===== src/rtl/core/tbdal_pkg.sv =====
// Shared types and constants of the three-button debounced action latch.
package tbdal_pkg;

  localparam int unsigned NUM_BTN   = 3;
  localparam int unsigned CFG_IDX_W = 8;
  localparam int unsigned CFG_DAT_W = 16;
  localparam int unsigned THR_W     = 16;

  // Register map of the configuration channel
  localparam logic [CFG_IDX_W-1:0] CFG_DEBOUNCE = 8'd0;
  localparam logic [CFG_IDX_W-1:0] CFG_TIMEOUT  = 8'd1;
  localparam logic [CFG_IDX_W-1:0] CFG_UD_POL   = 8'd2;
  localparam logic [CFG_IDX_W-1:0] CFG_EN_POL   = 8'd3;

  localparam logic [THR_W-1:0] DEBOUNCE_RST = 16'd35;
  localparam logic [THR_W-1:0] TIMEOUT_RST  = 16'd1500;
  localparam logic             UD_POL_RST   = 1'b0;
  localparam logic             EN_POL_RST   = 1'b1;

  // Button slots in poll order
  localparam int unsigned BTN_UP    = 0;
  localparam int unsigned BTN_DOWN  = 1;
  localparam int unsigned BTN_ENTER = 2;

  typedef enum logic [1:0] {
    ACT_NONE  = 2'd0,
    ACT_UP    = 2'd1,
    ACT_DOWN  = 2'd2,
    ACT_ENTER = 2'd3
  } action_e;

endpackage


===== src/rtl/core/tbdal_ifs.sv =====
// Channel interfaces: button tick input, action result output, register writes.
interface tbdal_btn_if;
  logic valid;
  logic ready;
  logic up_level;
  logic down_level;
  logic enter_level;
  logic clear_request;

  modport source (output valid, up_level, down_level, enter_level, clear_request,
                  input ready);
  modport sink   (input valid, up_level, down_level, enter_level, clear_request,
                  output ready);
endinterface

interface tbdal_act_if;
  logic       valid;
  logic       ready;
  logic [1:0] pending_action;

  modport source (output valid, pending_action, input ready);
  modport sink   (input valid, pending_action, output ready);
endinterface

interface tbdal_cfg_if import tbdal_pkg::*; ();
  logic                 valid;
  logic                 ready;
  logic [CFG_IDX_W-1:0] index;
  logic [CFG_DAT_W-1:0] data;

  modport source (output valid, index, data, input ready);
  modport sink   (input valid, index, data, output ready);
endinterface


===== src/rtl/core/three_button_debounced_action_latch.sv =====
// Top level: debounced three-button action latch with tick input and action output.
//
// Usage:
//   btn_i carries one tick per beat: raw up/down/enter levels and a clear
//   request. act_o returns one beat per tick with the action slot contents
//   after that tick (none, up, down, enter). cfg_i writes the debounce and
//   timeout thresholds and the two polarity bits; it is always ready and
//   should only be written while no tick is in flight.
//   A tick is captured in the input register, then evaluated into the
//   slot register, which doubles as the result register. Throughput:
//   one tick per cycle while act_o is ready, set by the single state-update
//   pass (four parallel age compares feeding a three-button priority chain).
//   Reset clears the tick counter, all button marks (levels read as
//   released), the action slot and restores the register defaults.
//   When the receiver stalls, the pending result holds on act_o, the tick
//   in the input register waits, and btn_i drops ready once that register
//   is full; no beat is lost or repeated.
module three_button_debounced_action_latch import tbdal_pkg::*; #(
  parameter int unsigned TIME_BITS = 32
) (
  input  logic          clk_i,
  input  logic          rst_ni,
  tbdal_btn_if.sink     btn_i,
  tbdal_act_if.source   act_o,
  tbdal_cfg_if.sink     cfg_i
);

  // Configuration registers
  logic [THR_W-1:0] debounce_q;
  logic [THR_W-1:0] timeout_q;
  logic             ud_hi_q;
  logic             en_hi_q;

  // Input register stage
  logic in_vld_q;
  logic up_q, dn_q, en_q, clr_q;

  // Result stage handshake
  logic out_vld_q;
  logic advance;

  // Tick state
  logic [TIME_BITS-1:0] tick_q;
  logic [TIME_BITS-1:0] stamp_q [NUM_BTN];
  logic [TIME_BITS-1:0] stamp_d [NUM_BTN];
  logic [NUM_BTN-1:0]   sv_q, sv_d;
  logic [NUM_BTN-1:0]   last_q, last_d;
  logic [NUM_BTN-1:0]   primed_q, primed_d;
  logic [NUM_BTN-1:0]   emitted_q, emitted_d;
  action_e              slot_q, slot_d;
  logic [TIME_BITS-1:0] slot_stamp_q, slot_stamp_d;

  // Evaluation signals
  logic [NUM_BTN-1:0]   pressed;
  logic [NUM_BTN-1:0]   press_edge;
  logic [NUM_BTN-1:0]   fire;
  logic [NUM_BTN-1:0]   emitted_base;
  logic [TIME_BITS-1:0] btn_age [NUM_BTN];
  logic [TIME_BITS-1:0] slot_age;
  action_e              slot_clr;
  logic                 slot_full;
  logic                 expired;
  logic                 poll;
  logic                 slot_empty;

  // ---------------------------------------------------------------
  // Configuration writes: index beyond the map is dropped
  // ---------------------------------------------------------------
  assign cfg_i.ready = 1'b1;

  always_ff @(posedge clk_i or negedge rst_ni) begin
    if (!rst_ni) begin
      debounce_q <= DEBOUNCE_RST;
      timeout_q  <= TIMEOUT_RST;
      ud_hi_q    <= UD_POL_RST;
      en_hi_q    <= EN_POL_RST;
    end else if (cfg_i.valid) begin
      case (cfg_i.index)
        CFG_DEBOUNCE: debounce_q <= cfg_i.data[THR_W-1:0];
        CFG_TIMEOUT:  timeout_q  <= cfg_i.data[THR_W-1:0];
        CFG_UD_POL:   ud_hi_q    <= cfg_i.data[0];
        CFG_EN_POL:   en_hi_q    <= cfg_i.data[0];
        default: begin
        end
      endcase
    end
  end

  // ---------------------------------------------------------------
  // Handshake: evaluate a held tick whenever the result stage is free
  // ---------------------------------------------------------------
  assign advance     = in_vld_q && (!out_vld_q || act_o.ready);
  assign btn_i.ready = !in_vld_q || advance;

  always_ff @(posedge clk_i or negedge rst_ni) begin
    if (!rst_ni) begin
      in_vld_q  <= 1'b0;
      out_vld_q <= 1'b0;
    end else begin
      if (btn_i.ready) begin
        in_vld_q <= btn_i.valid;
      end
      if (advance) begin
        out_vld_q <= 1'b1;
      end else if (act_o.ready) begin
        out_vld_q <= 1'b0;
      end
    end
  end

  // Payload of the input register needs no reset
  always_ff @(posedge clk_i) begin
    if (btn_i.ready && btn_i.valid) begin
      up_q  <= btn_i.up_level;
      dn_q  <= btn_i.down_level;
      en_q  <= btn_i.enter_level;
      clr_q <= btn_i.clear_request;
    end
  end

  // ---------------------------------------------------------------
  // Tick evaluation
  // ---------------------------------------------------------------
  assign pressed[BTN_UP]    = (up_q == ud_hi_q);
  assign pressed[BTN_DOWN]  = (dn_q == ud_hi_q);
  assign pressed[BTN_ENTER] = (en_q == en_hi_q);

  // Clear request first, then the timeout check on whatever is left
  assign slot_clr  = clr_q ? ACT_NONE : slot_q;
  assign slot_full = (slot_clr != ACT_NONE);
  assign slot_age  = tick_q - slot_stamp_q;
  assign expired   = (slot_age >= TIME_BITS'(timeout_q));
  assign poll      = !slot_full || expired;

  // An expired slot drops and re-arms every button in the same tick
  assign emitted_base = (slot_full && expired) ? '0 : emitted_q;

  always_comb begin
    // While polling the slot is always empty at the start of the chain
    slot_empty = 1'b1;
    for (int i = 0; i < NUM_BTN; i++) begin
      press_edge[i] = pressed[i] && !last_q[i];
      // A fresh edge stamps now, so its age is zero
      btn_age[i]    = press_edge[i] ? '0 : (tick_q - stamp_q[i]);
      fire[i]       = poll && pressed[i] && primed_q[i] && !emitted_base[i] &&
                      slot_empty && (press_edge[i] || sv_q[i]) &&
                      (btn_age[i] >= TIME_BITS'(debounce_q));
      slot_empty    = slot_empty && !fire[i];

      if (poll) begin
        stamp_d[i]   = press_edge[i] ? tick_q : stamp_q[i];
        sv_d[i]      = pressed[i] && (press_edge[i] || sv_q[i]);
        last_d[i]    = pressed[i];
        primed_d[i]  = primed_q[i] || !pressed[i];
        emitted_d[i] = pressed[i] && (emitted_base[i] || fire[i]);
      end else begin
        stamp_d[i]   = stamp_q[i];
        sv_d[i]      = sv_q[i];
        last_d[i]    = last_q[i];
        primed_d[i]  = primed_q[i];
        emitted_d[i] = emitted_base[i];
      end
    end

    // Priority up, down, enter (at most one fires thanks to the chain)
    if (!poll) begin
      slot_d = slot_clr;
    end else if (fire[BTN_UP]) begin
      slot_d = ACT_UP;
    end else if (fire[BTN_DOWN]) begin
      slot_d = ACT_DOWN;
    end else if (fire[BTN_ENTER]) begin
      slot_d = ACT_ENTER;
    end else begin
      slot_d = ACT_NONE;
    end
    slot_stamp_d = (|fire) ? tick_q : slot_stamp_q;
  end

  // ---------------------------------------------------------------
  // State update: one tick per advance
  // ---------------------------------------------------------------
  always_ff @(posedge clk_i or negedge rst_ni) begin
    if (!rst_ni) begin
      tick_q       <= '0;
      sv_q         <= '0;
      last_q       <= '0;
      primed_q     <= '0;
      emitted_q    <= '0;
      slot_q       <= ACT_NONE;
      slot_stamp_q <= '0;
      for (int i = 0; i < NUM_BTN; i++) begin
        stamp_q[i] <= '0;
      end
    end else if (advance) begin
      tick_q       <= tick_q + TIME_BITS'(1);
      sv_q         <= sv_d;
      last_q       <= last_d;
      primed_q     <= primed_d;
      emitted_q    <= emitted_d;
      slot_q       <= slot_d;
      slot_stamp_q <= slot_stamp_d;
      for (int i = 0; i < NUM_BTN; i++) begin
        stamp_q[i] <= stamp_d[i];
      end
    end
  end

  // The slot only moves on advance, and advance needs a free result
  // stage, so the slot register doubles as the result register.
  assign act_o.valid          = out_vld_q;
  assign act_o.pending_action = slot_q;

  // ---------------------------------------------------------------
  // Assertions
  // ---------------------------------------------------------------
  a_fire_onehot: assert property (@(posedge clk_i) disable iff (!rst_ni)
    in_vld_q |-> $onehot0(fire))
    else $error("more than one button fired in one tick");

  a_tick_hold: assert property (@(posedge clk_i) disable iff (!rst_ni)
    !advance |=> $stable(tick_q) && $stable(slot_q))
    else $error("tick state moved without an evaluated tick");

  a_fire_stamp: assert property (@(posedge clk_i) disable iff (!rst_ni)
    advance && (|fire) |=> (slot_stamp_q == $past(tick_q)) && (slot_q != ACT_NONE))
    else $error("fired action not latched with its tick stamp");

  a_fire_mark: assert property (@(posedge clk_i) disable iff (!rst_ni)
    advance && (|fire) |=> (emitted_q & $past(fire)) == $past(fire))
    else $error("fired button left without its emitted mark");

endmodule


===== src/flat_wrapper.sv =====
// flat-port wrapper written by rule: the top's interface ports become plain ports
module three_button_debounced_action_latch_flat import tbdal_pkg::*;
#(
  parameter int unsigned TIME_BITS = 32
)
  (clk_i, rst_ni, btn_i_valid, btn_i_up_level, btn_i_down_level, btn_i_enter_level, btn_i_clear_request, btn_i_ready, act_o_valid, act_o_pending_action, act_o_ready, cfg_i_valid, cfg_i_index, cfg_i_data, cfg_i_ready);
  tbdal_btn_if btn_i_i ();
  tbdal_act_if act_o_i ();
  tbdal_cfg_if cfg_i_i ();
  input  logic clk_i;
  input  logic rst_ni;
  input wire logic [$bits(btn_i_i.valid)-1:0] btn_i_valid;
  input wire logic [$bits(btn_i_i.up_level)-1:0] btn_i_up_level;
  input wire logic [$bits(btn_i_i.down_level)-1:0] btn_i_down_level;
  input wire logic [$bits(btn_i_i.enter_level)-1:0] btn_i_enter_level;
  input wire logic [$bits(btn_i_i.clear_request)-1:0] btn_i_clear_request;
  output wire logic [$bits(btn_i_i.ready)-1:0] btn_i_ready;
  output wire logic [$bits(act_o_i.valid)-1:0] act_o_valid;
  output wire logic [$bits(act_o_i.pending_action)-1:0] act_o_pending_action;
  input wire logic [$bits(act_o_i.ready)-1:0] act_o_ready;
  input wire logic [$bits(cfg_i_i.valid)-1:0] cfg_i_valid;
  input wire logic [$bits(cfg_i_i.index)-1:0] cfg_i_index;
  input wire logic [$bits(cfg_i_i.data)-1:0] cfg_i_data;
  output wire logic [$bits(cfg_i_i.ready)-1:0] cfg_i_ready;
  assign btn_i_i.valid = btn_i_valid;
  assign btn_i_i.up_level = btn_i_up_level;
  assign btn_i_i.down_level = btn_i_down_level;
  assign btn_i_i.enter_level = btn_i_enter_level;
  assign btn_i_i.clear_request = btn_i_clear_request;
  assign btn_i_ready = btn_i_i.ready;
  assign act_o_valid = act_o_i.valid;
  assign act_o_pending_action = act_o_i.pending_action;
  assign act_o_i.ready = act_o_ready;
  assign cfg_i_i.valid = cfg_i_valid;
  assign cfg_i_i.index = cfg_i_index;
  assign cfg_i_i.data = cfg_i_data;
  assign cfg_i_ready = cfg_i_i.ready;
  three_button_debounced_action_latch #(.TIME_BITS(TIME_BITS)) u_core (.clk_i(clk_i), .rst_ni(rst_ni), .btn_i(btn_i_i), .act_o(act_o_i), .cfg_i(cfg_i_i));
endmodule

===== config.mk =====
export PLATFORM = sky130hd
export DESIGN_NAME = three_button_debounced_action_latch_flat
export DESIGN_NICKNAME = d
export VERILOG_FILES = /design/src/rtl/core/tbdal_pkg.sv /design/src/rtl/core/tbdal_ifs.sv /design/src/rtl/core/three_button_debounced_action_latch.sv /design/src/flat_wrapper.sv
export SDC_FILE = /design/constraint.sdc
export NUM_CORES = 1
export LEC_CHECK = 0
export BUFFER_PORTS_ARGS = -buffer_cell sky130_fd_sc_hd__buf_2
export CORE_ASPECT_RATIO = 0.7
export CORE_MARGIN = 8
export CORE_UTILIZATION = 25
export DETAILED_ROUTE_END_ITERATION = 8
export GPL_ROUTABILITY_DRIVEN = 0
export SYNTH_ARGS = -nofsm -noshare
export SYNTH_HDL_FRONTEND = slang
export SYNTH_SLANG_ARGS = --single-unit
export TNS_END_PERCENT = 5

===== constraint.sdc =====
create_clock -name clk_i -period 10.5 [get_ports clk_i]
set_clock_uncertainty 0.1 [all_clocks]
set_input_delay 2.1 -clock clk_i [delete_from_list [all_inputs] [get_ports clk_i]]
set_output_delay 2.1 -clock clk_i [all_outputs]
set_load 0.02 [all_outputs]

== Word-level counts from Yosys, hierarchy flattened ==
Cells that the tools add are included.

* $add $sub $neg: 5
* $mul: 0
* Divide/modulo/power cells: 0
* Magnitude comparators: 4
* Equal/unequal tests: 6
* Shift-type cells: 0
* Multiplexer cells: 14
* Bitwise operators: 0
* Reductions and logical operators: 69

{| class="wikitable"
|+ Operators by type and width
! operator !! number
|-
| >= comparator 32 x 16 -> 1 bit || 4
|-
| subtractor 32 bit || 4
|-
| 2-to-1 mux 32 bit || 3
|-
| adder 32 x 1 -> 32 bit, second input constant || 1
|-
| logical AND 1 bit || 30
|-
| equality test 8 x 2 -> 1 bit, second input constant || 2
|-
| logical NOT 1 bit || 14
|-
| logical OR 1 bit || 12
|-
| AND reduction 2 bit || 6
|-
| 2-to-1 mux 2 bit || 5
|-
| AND reduction 3 bit || 3
|-
| equality test 8 x 1 -> 1 bit, second input constant || 1
|-
| logical NOT 8 bit || 1
|-
| 2-to-1 mux 1 bit || 5
|-
| nonzero test 2 bit || 2
|-
| equality test 1 bit || 3
|-
| 2-to-1 mux 3 bit || 1
|-
| OR reduction 3 bit || 1
|}

* Bits in registers: 214
* Latch bits: 0
* Memory bits (writable): 0
* Bits in read-only memories: 0
* Input bits: 33
* Output and inout port bits: 5
* Logic and storage cells: 118
* Memories kept: 0

== Depth between registers and ports, before layout ==
* Depth after elaboration: 22
* Gate-level depth with buffers: 24
* Gate-level depth less buffers: 24

== Worst setup path before layout ==
No wires, ideal clock.

* Kind: register to register
* Start point: register u_core.tick_q[0]
* End point: register u_core.slot_stamp_q[24]
* Data arrival time: 4.727 ns
* Data required time: 10.273 ns
* Setup slack: 5.546 ns
* Stages on the path, launching flop included: 22
* Clock period less this slack: 4.954 ns
* Path through: dfrtp_1 inv_1 ha_1 fa_1 nand2b_1 a21o_1 and3_1 o311ai_2 xnor2_1 nor2_1 ha_1 nor2b_1 o21ai_0 o21ai_0 a211o_1 nor4bb_1 nand4_1 nor4b_1 a31oi_2 o31ai_4 buf_6 mux2_1

* Longest elaborated chain between the ends: 19

{| class="wikitable"
|+ RTL lines
! what !! RTL line !! source
|-
| start: declaration || three_button_debounced_action_latch.sv:43 || <nowiki>logic [TIME_BITS-1:0] tick_q;</nowiki>
|-
| start signal: assignment || three_button_debounced_action_latch.sv:196 || <nowiki>tick_q <= tick_q + TIME_BITS'(1);</nowiki>
|-
| subtractor 32 bit || three_button_debounced_action_latch.sv:131 || <nowiki>assign slot_age = tick_q - slot_stamp_q;</nowiki>
|-
| >= comparator 32 x 16 -> 1 bit || three_button_debounced_action_latch.sv:132 || <nowiki>assign expired = (slot_age >= TIME_BITS'(timeout_q));</nowiki>
|-
| logical AND 1 bit or logical OR 1 bit (tied branches) || three_button_debounced_action_latch.sv:136, three_button_debounced_action_latch.sv:133 ||
|-
| 2-to-1 mux 3 bit or logical AND 1 bit (tied branches) || three_button_debounced_action_latch.sv:136, three_button_debounced_action_latch.sv:145 ||
|-
| logical NOT 1 bit or logical AND 1 bit (tied branches) || three_button_debounced_action_latch.sv:145 || <nowiki>fire[i] = poll && pressed[i] && primed_q[i] && !emitted_base[i] &&</nowiki>
|-
| logical AND 1 bit || three_button_debounced_action_latch.sv:145 ||
|-
| logical AND 1 bit (2 in series) || three_button_debounced_action_latch.sv:146 || <nowiki>slot_empty && (press_edge[i] || sv_q[i]) &&</nowiki>
|-
| logical NOT 1 bit || three_button_debounced_action_latch.sv:148 || <nowiki>slot_empty = slot_empty && !fire[i];</nowiki>
|-
| logical AND 1 bit || three_button_debounced_action_latch.sv:145 ||
|-
| logical AND 1 bit (2 in series) || three_button_debounced_action_latch.sv:146 ||
|-
| logical NOT 1 bit || three_button_debounced_action_latch.sv:148 ||
|-
| logical AND 1 bit || three_button_debounced_action_latch.sv:148 ||
|-
| logical AND 1 bit || three_button_debounced_action_latch.sv:145 ||
|-
| logical AND 1 bit (2 in series) || three_button_debounced_action_latch.sv:146 ||
|-
| OR reduction 3 bit (*) || three_button_debounced_action_latch.sv:177 || <nowiki>slot_stamp_d = (|fire) ? tick_q : slot_stamp_q;</nowiki>
|-
| AND reduction 2 bit (no line) (*) || -- ||
|-
| end signal: assignment || three_button_debounced_action_latch.sv:202 || <nowiki>slot_stamp_q <= slot_stamp_d;</nowiki>
|-
| end: declaration || three_button_debounced_action_latch.sv:51 || <nowiki>logic [TIME_BITS-1:0] slot_stamp_q, slot_stamp_d;</nowiki>
|}

Mark *: on every way between the ends. The rest lies on a longest branch, timed or not.
A chain may end at the register's enable or synchronous reset.

== Worst setup path in the final report ==
* Start point: register u_core.tick_q[0]
* End point: register u_core.slot_stamp_q[20]

The elaborated chain is that of the path after synthesis.

==> out/results.env <==
YOSYS.CELL_COUNT.TOP_TYPE='dfrtp_1'
CP.REQUIRED_PS=10810
SYN_TO_FINAL_GROWTH_PCT=11.35
POST_DR_WIRELENGTH_CELL_UM=16.34
GLOBAL_ROUTE_WIRE_LENGTH_BEFORE_REPAIR_MM=76.20
CRITPATHKIND='reg2reg'
GROUTE.USAGE.OVERALL_PCT=11.73
CTS_SETUP_BUFFERS=0
MAPPEDNETLISTAREA_SQ_UM=17580
DRT_PRE_ANTENNA_ITERS=5
CRITPATHMAXFANOUT=29
HOLD_VIOLATIONS=0
FIN_WS_PS=3908
CLKLATENCYLATEPIN_PS=550
POST_SYNTH_NET_TOTAL=2213
FINALNETCOUNT=2228
STARTPOINT_CLASS='flip-flop'
FLOORPLAN.ROWS=81
ROUTED_WIRELENGTH_MM=47.97
CLOCK_TREE_FROM_TRITONCTS='done'
OUTCOME='completed'
LARGEST_FAMILY_OF_LOGIC_CELLS_BY_SYNTHESIZED_AREA='compound AO/OA/AOI/OAI gates'
FIRST_GLOBAL_VIAS=13600
CRITPATHARRIVALTIME_PS=6900
SHARE_OF_FINAL_LAYOUT_STANDARD_CELLS_STRONGER_THAN_DRIVE_STRENGTH_1_PCT=11.78
TIMING.FINAL.CRIT_PERIOD_PS=6592
YS.WARNINGS.COUNT=0
SYNTH_XOR_XNOR_AREA_SHARE_PCT=6.126
SYNTHESIS.AREA_PER_INSTANCE_SQ_UM=8.850
NUMBER_OF_SINKS_HANDLED_BY_CLOCK_TREE_SYNTHESIS=214
DR.FIRST_ITER.DRC_COUNT=1234
VIAS_PER_CELL=4.947
CRIT_BUF_INV=2
PERIOD_SHARE_PCT=62.79
GRT_SETUP_UNREPAIRED='no'
CLK_TRANSITION_REPORTED_PATHS_PS=70
TRITONCTS.NUM_BUFFERS=24
DIE_AREA_SQ_UM=79220
CTS_MAX_LEVEL=1
SYNTH_TOP_AREA_SHARE_PCT=28.32
CRITICAL_PATH.MAX_STAGE_DELAY_PS=670
CRIT_SLOWEST_CELL='nor4_1'
TIMING.MAX_SLEW.REL_SLACK_PCT=25.17
HOLDCRITPATHCLASS='reg2reg'
SETUP_TNS_PS=0
INITIAL_UTILIZATION_PCT=25.22
HOLD_SLACK_PS=348.8
DP_HPWL_MM=37.85
CTS_RESIZED=0
FINISH.UTILIZATION_PCT=28.08
YOSYSTOPAREACELL='dfrtp_1'
DETAIL_ROUTE_ANTENNA_NETS=0
OVERFLOW=0
DOMINANT_CELLS_BY_AREA_AFTER_SYNTHESIS='dfrtp_1 28%, ha_1 13%, mux2_2 7.2%'
SYNTHESIS.INSTANCES=1987
YOSYS_MOST_USED_DFF='dfrtp_1'
SYNTH_SIMPLE_GATE_AREA_SHARE_PCT=15.25
YOSYS-MUX-AREA-FRACTION_PCT=10.27
YOSYSUNIQUECELLTYPES=88
PORT_BUFFERS=36
CAP_VIOLATIONS=0
YS_ASYNC_SR_FRACTION_PCT=98.13
CHIPHEIGHT_UM=237.9
SETUP_VIOL=0
SYNTH_SEQ_CELLS=214
CRITICAL_PATH.CELL_CHAIN='inv_1 -> ha_1 -> fa_1 -> nand2b_1 -> a21oi_1 -> nand2b_1 -> xnor2_1 -> nor2_1 -> ha_1 -> a2111oi_0 -> a21oi_1 -> a2111oi_0 -> o211ai_1 -> nor4_1 -> o2111ai_1 -> nor4_1 -> nor2_1 -> o31ai_4 -> buf_4 -> mux2_1'
VDD_DROP_MAX_V=0.0001350
AREA_SHARE_OF_FA_HA_MAJ_CELLS_AFTER_SYNTHESIS_PCT=13.90
CELLPOWERDENSITY_nW_PER_UM2=248.1
PRE_CTS_SLACK_PS=3932
DETAILROUTE.VIA_COUNT=14520
CLK_ROOT_BUFFER_CELL='clkbuf_16'
CORE_AREA_SQ_UM=69730
TIMING_MAX_TRANSITION_VIOLATIONS_FINAL=0
BOUNDARYPINS=38
FMAX_MHz=151.7
SYNTH_COMPOUND_GATE_AREA_SHARE_PCT=18.17
CTSHOLDBUFFERS=0
YS_SEQ_AREA_SHARE_PCT=30.65
WORST_SLEW_PIN_SLEW_PS=1122
SYNTH_ENABLE_FLOP_CELLS=4
ANTENNA_FOUND_INITIAL=0
SYNTHTOPCELLSBYCOUNT='199 x dfrtp_1, 189 x ha_1, 184 x inv_1'
GRT_START_MAX_NET_PINS=77
DIE_X_UM=333.0
DRC=0
MAX-CLOCK-PATH-BUFFERS=3
P_LEAK_nW=9.467
PATH_DELAY_FAMILY='compound AO/OA/AOI/OAI gates'
CRITICAL_PATH.ENDPOINT_TYPE='flip-flop'
-- routing by layer --
metal  GRT usage, %  share of wire, %  vias up  routed length, um
met5              0                 0        -                  0
met4          1.880               1.4        0                674
met3          2.139               6.6       47               3170
met2          15.10                36      366              17230
met1          19.62                56     6976              26890
li1               -                 -     7131                  -
-- cells in the final DEF (no fill, tap or decap), types with 6 or more instances in the layout --
cell type  instances
nor2_1           153
mux2_1            28
and4_1             7
a2111oi_0          6
ha_1             189
o31ai_1            6
xnor2_1           67
a21oi_1          158
a21o_1            41
a211o_1           10
o21bai_1          12
o2111ai_1         10
nand3_1           36
dfstp_2           11
dfrtp_1          199
clkbuf_16         26
nand2b_1          29
nand2_1          154
and2_1            15
nand4_1           32
mux2i_1           23
a31oi_1           17
a211oi_1          25
nor4_1            16
a21boi_0           8
o21a_1            22
xor2_1            56
inv_1            184
nor3_1            32
buf_4             15
or3_1             11
clkinv_2           8
o211ai_1          23
mux2_2           112
o21ai_0          112
buf_2             35
nor2b_1           18
and3_1            16
-- worst reg2reg max path: cells and delay by family, from the launching register on --
kind	cells	cell delay (ps)
buffers and inverters	2	630
DFF	1	460
and+or+nand+nor	6	1580
xor gates and xnor gates	1	130
AOI/OAI and AO/OA	7	2200
muxes	1	390
adders and majority gates	3	970
-- state kept, by name, summed over array words and instances (netlist names), 3 cells and up --
signal	count
u_core.tick_q	32
u_core.sv_q	3
u_core.stamp_q	96
u_core.debounce_q	16
u_core.slot_stamp_q	32
u_core.emitted_q	3
u_core.primed_q	3
u_core.last_q	3
u_core.timeout_q	16
-- through the flow --
| step | area (sq um) | power (mW) | std cells |
|---|---|---|---|
| after global placement | 18740 | 3.914 | 2889 |
| after floorplan | 17580 | 3.284 | 1987 |
| after detailed placement | 18740 | 3.920 | 2889 |
| final | 19580 | 4.857 | 2935 |
| after global routing | 19580 | 5.261 | 2933 |
| after CTS | 19580 | 4.857 | 2933 |
-- layout make-up --
cell class / count / area, sq um
sequential: 214 / 5389
timing repair buffer: 51 / 302.8
clock inverter: 15 / 163.9
inverter: 184 / 690.7
clock buffer: 29 / 671.9
multi-input combinational: 1527 / 11210
tap: 913 / 1142
antenna: 2 / 5.005
fill: 7459 / 50150
-- report_power, final --
group | total (mW) | internal, mW | switching, mW
combinational | 2.96 | 1.33 | 1.62
clock | 0.910 | 0.533 | 0.377
sequential | 0.990 | 0.906 | 0.0834
total | 4.86 | 2.77 | 2.08
-- path summary, 6_finish.rpt --
| check | from | endpoint | slack (ps) | cells after the start |
|---|---|---|---|---|
| max in group asynchronous | rst_ni | u_core.tick_q[8] | 6670 | 3 |
| hold reg to reg | u_core.primed_q[1] | u_core.primed_q[1] | 350 | 2 |
| setup / recovery | u_core.tick_q[0] | u_core.slot_stamp_q[20] | 3910 | 20 |
| setup reg to reg | u_core.tick_q[0] | u_core.slot_stamp_q[20] | 3910 | 20 |
| min in group asynchronous | rst_ni | u_core.timeout_q[12] | 1410 | 1 |
| hold / removal | u_core.primed_q[1] | u_core.primed_q[1] | 350 | 2 |
-- kinds of logic after synthesis --
family | count (synthesis)
compound gates | 496
xor+xnor | 123
fa+ha+maj | 193
buf+inv | 246
flops | 214
mux | 163
other cells | 1
simple gates | 551
(Power assumes the default switching activity.)
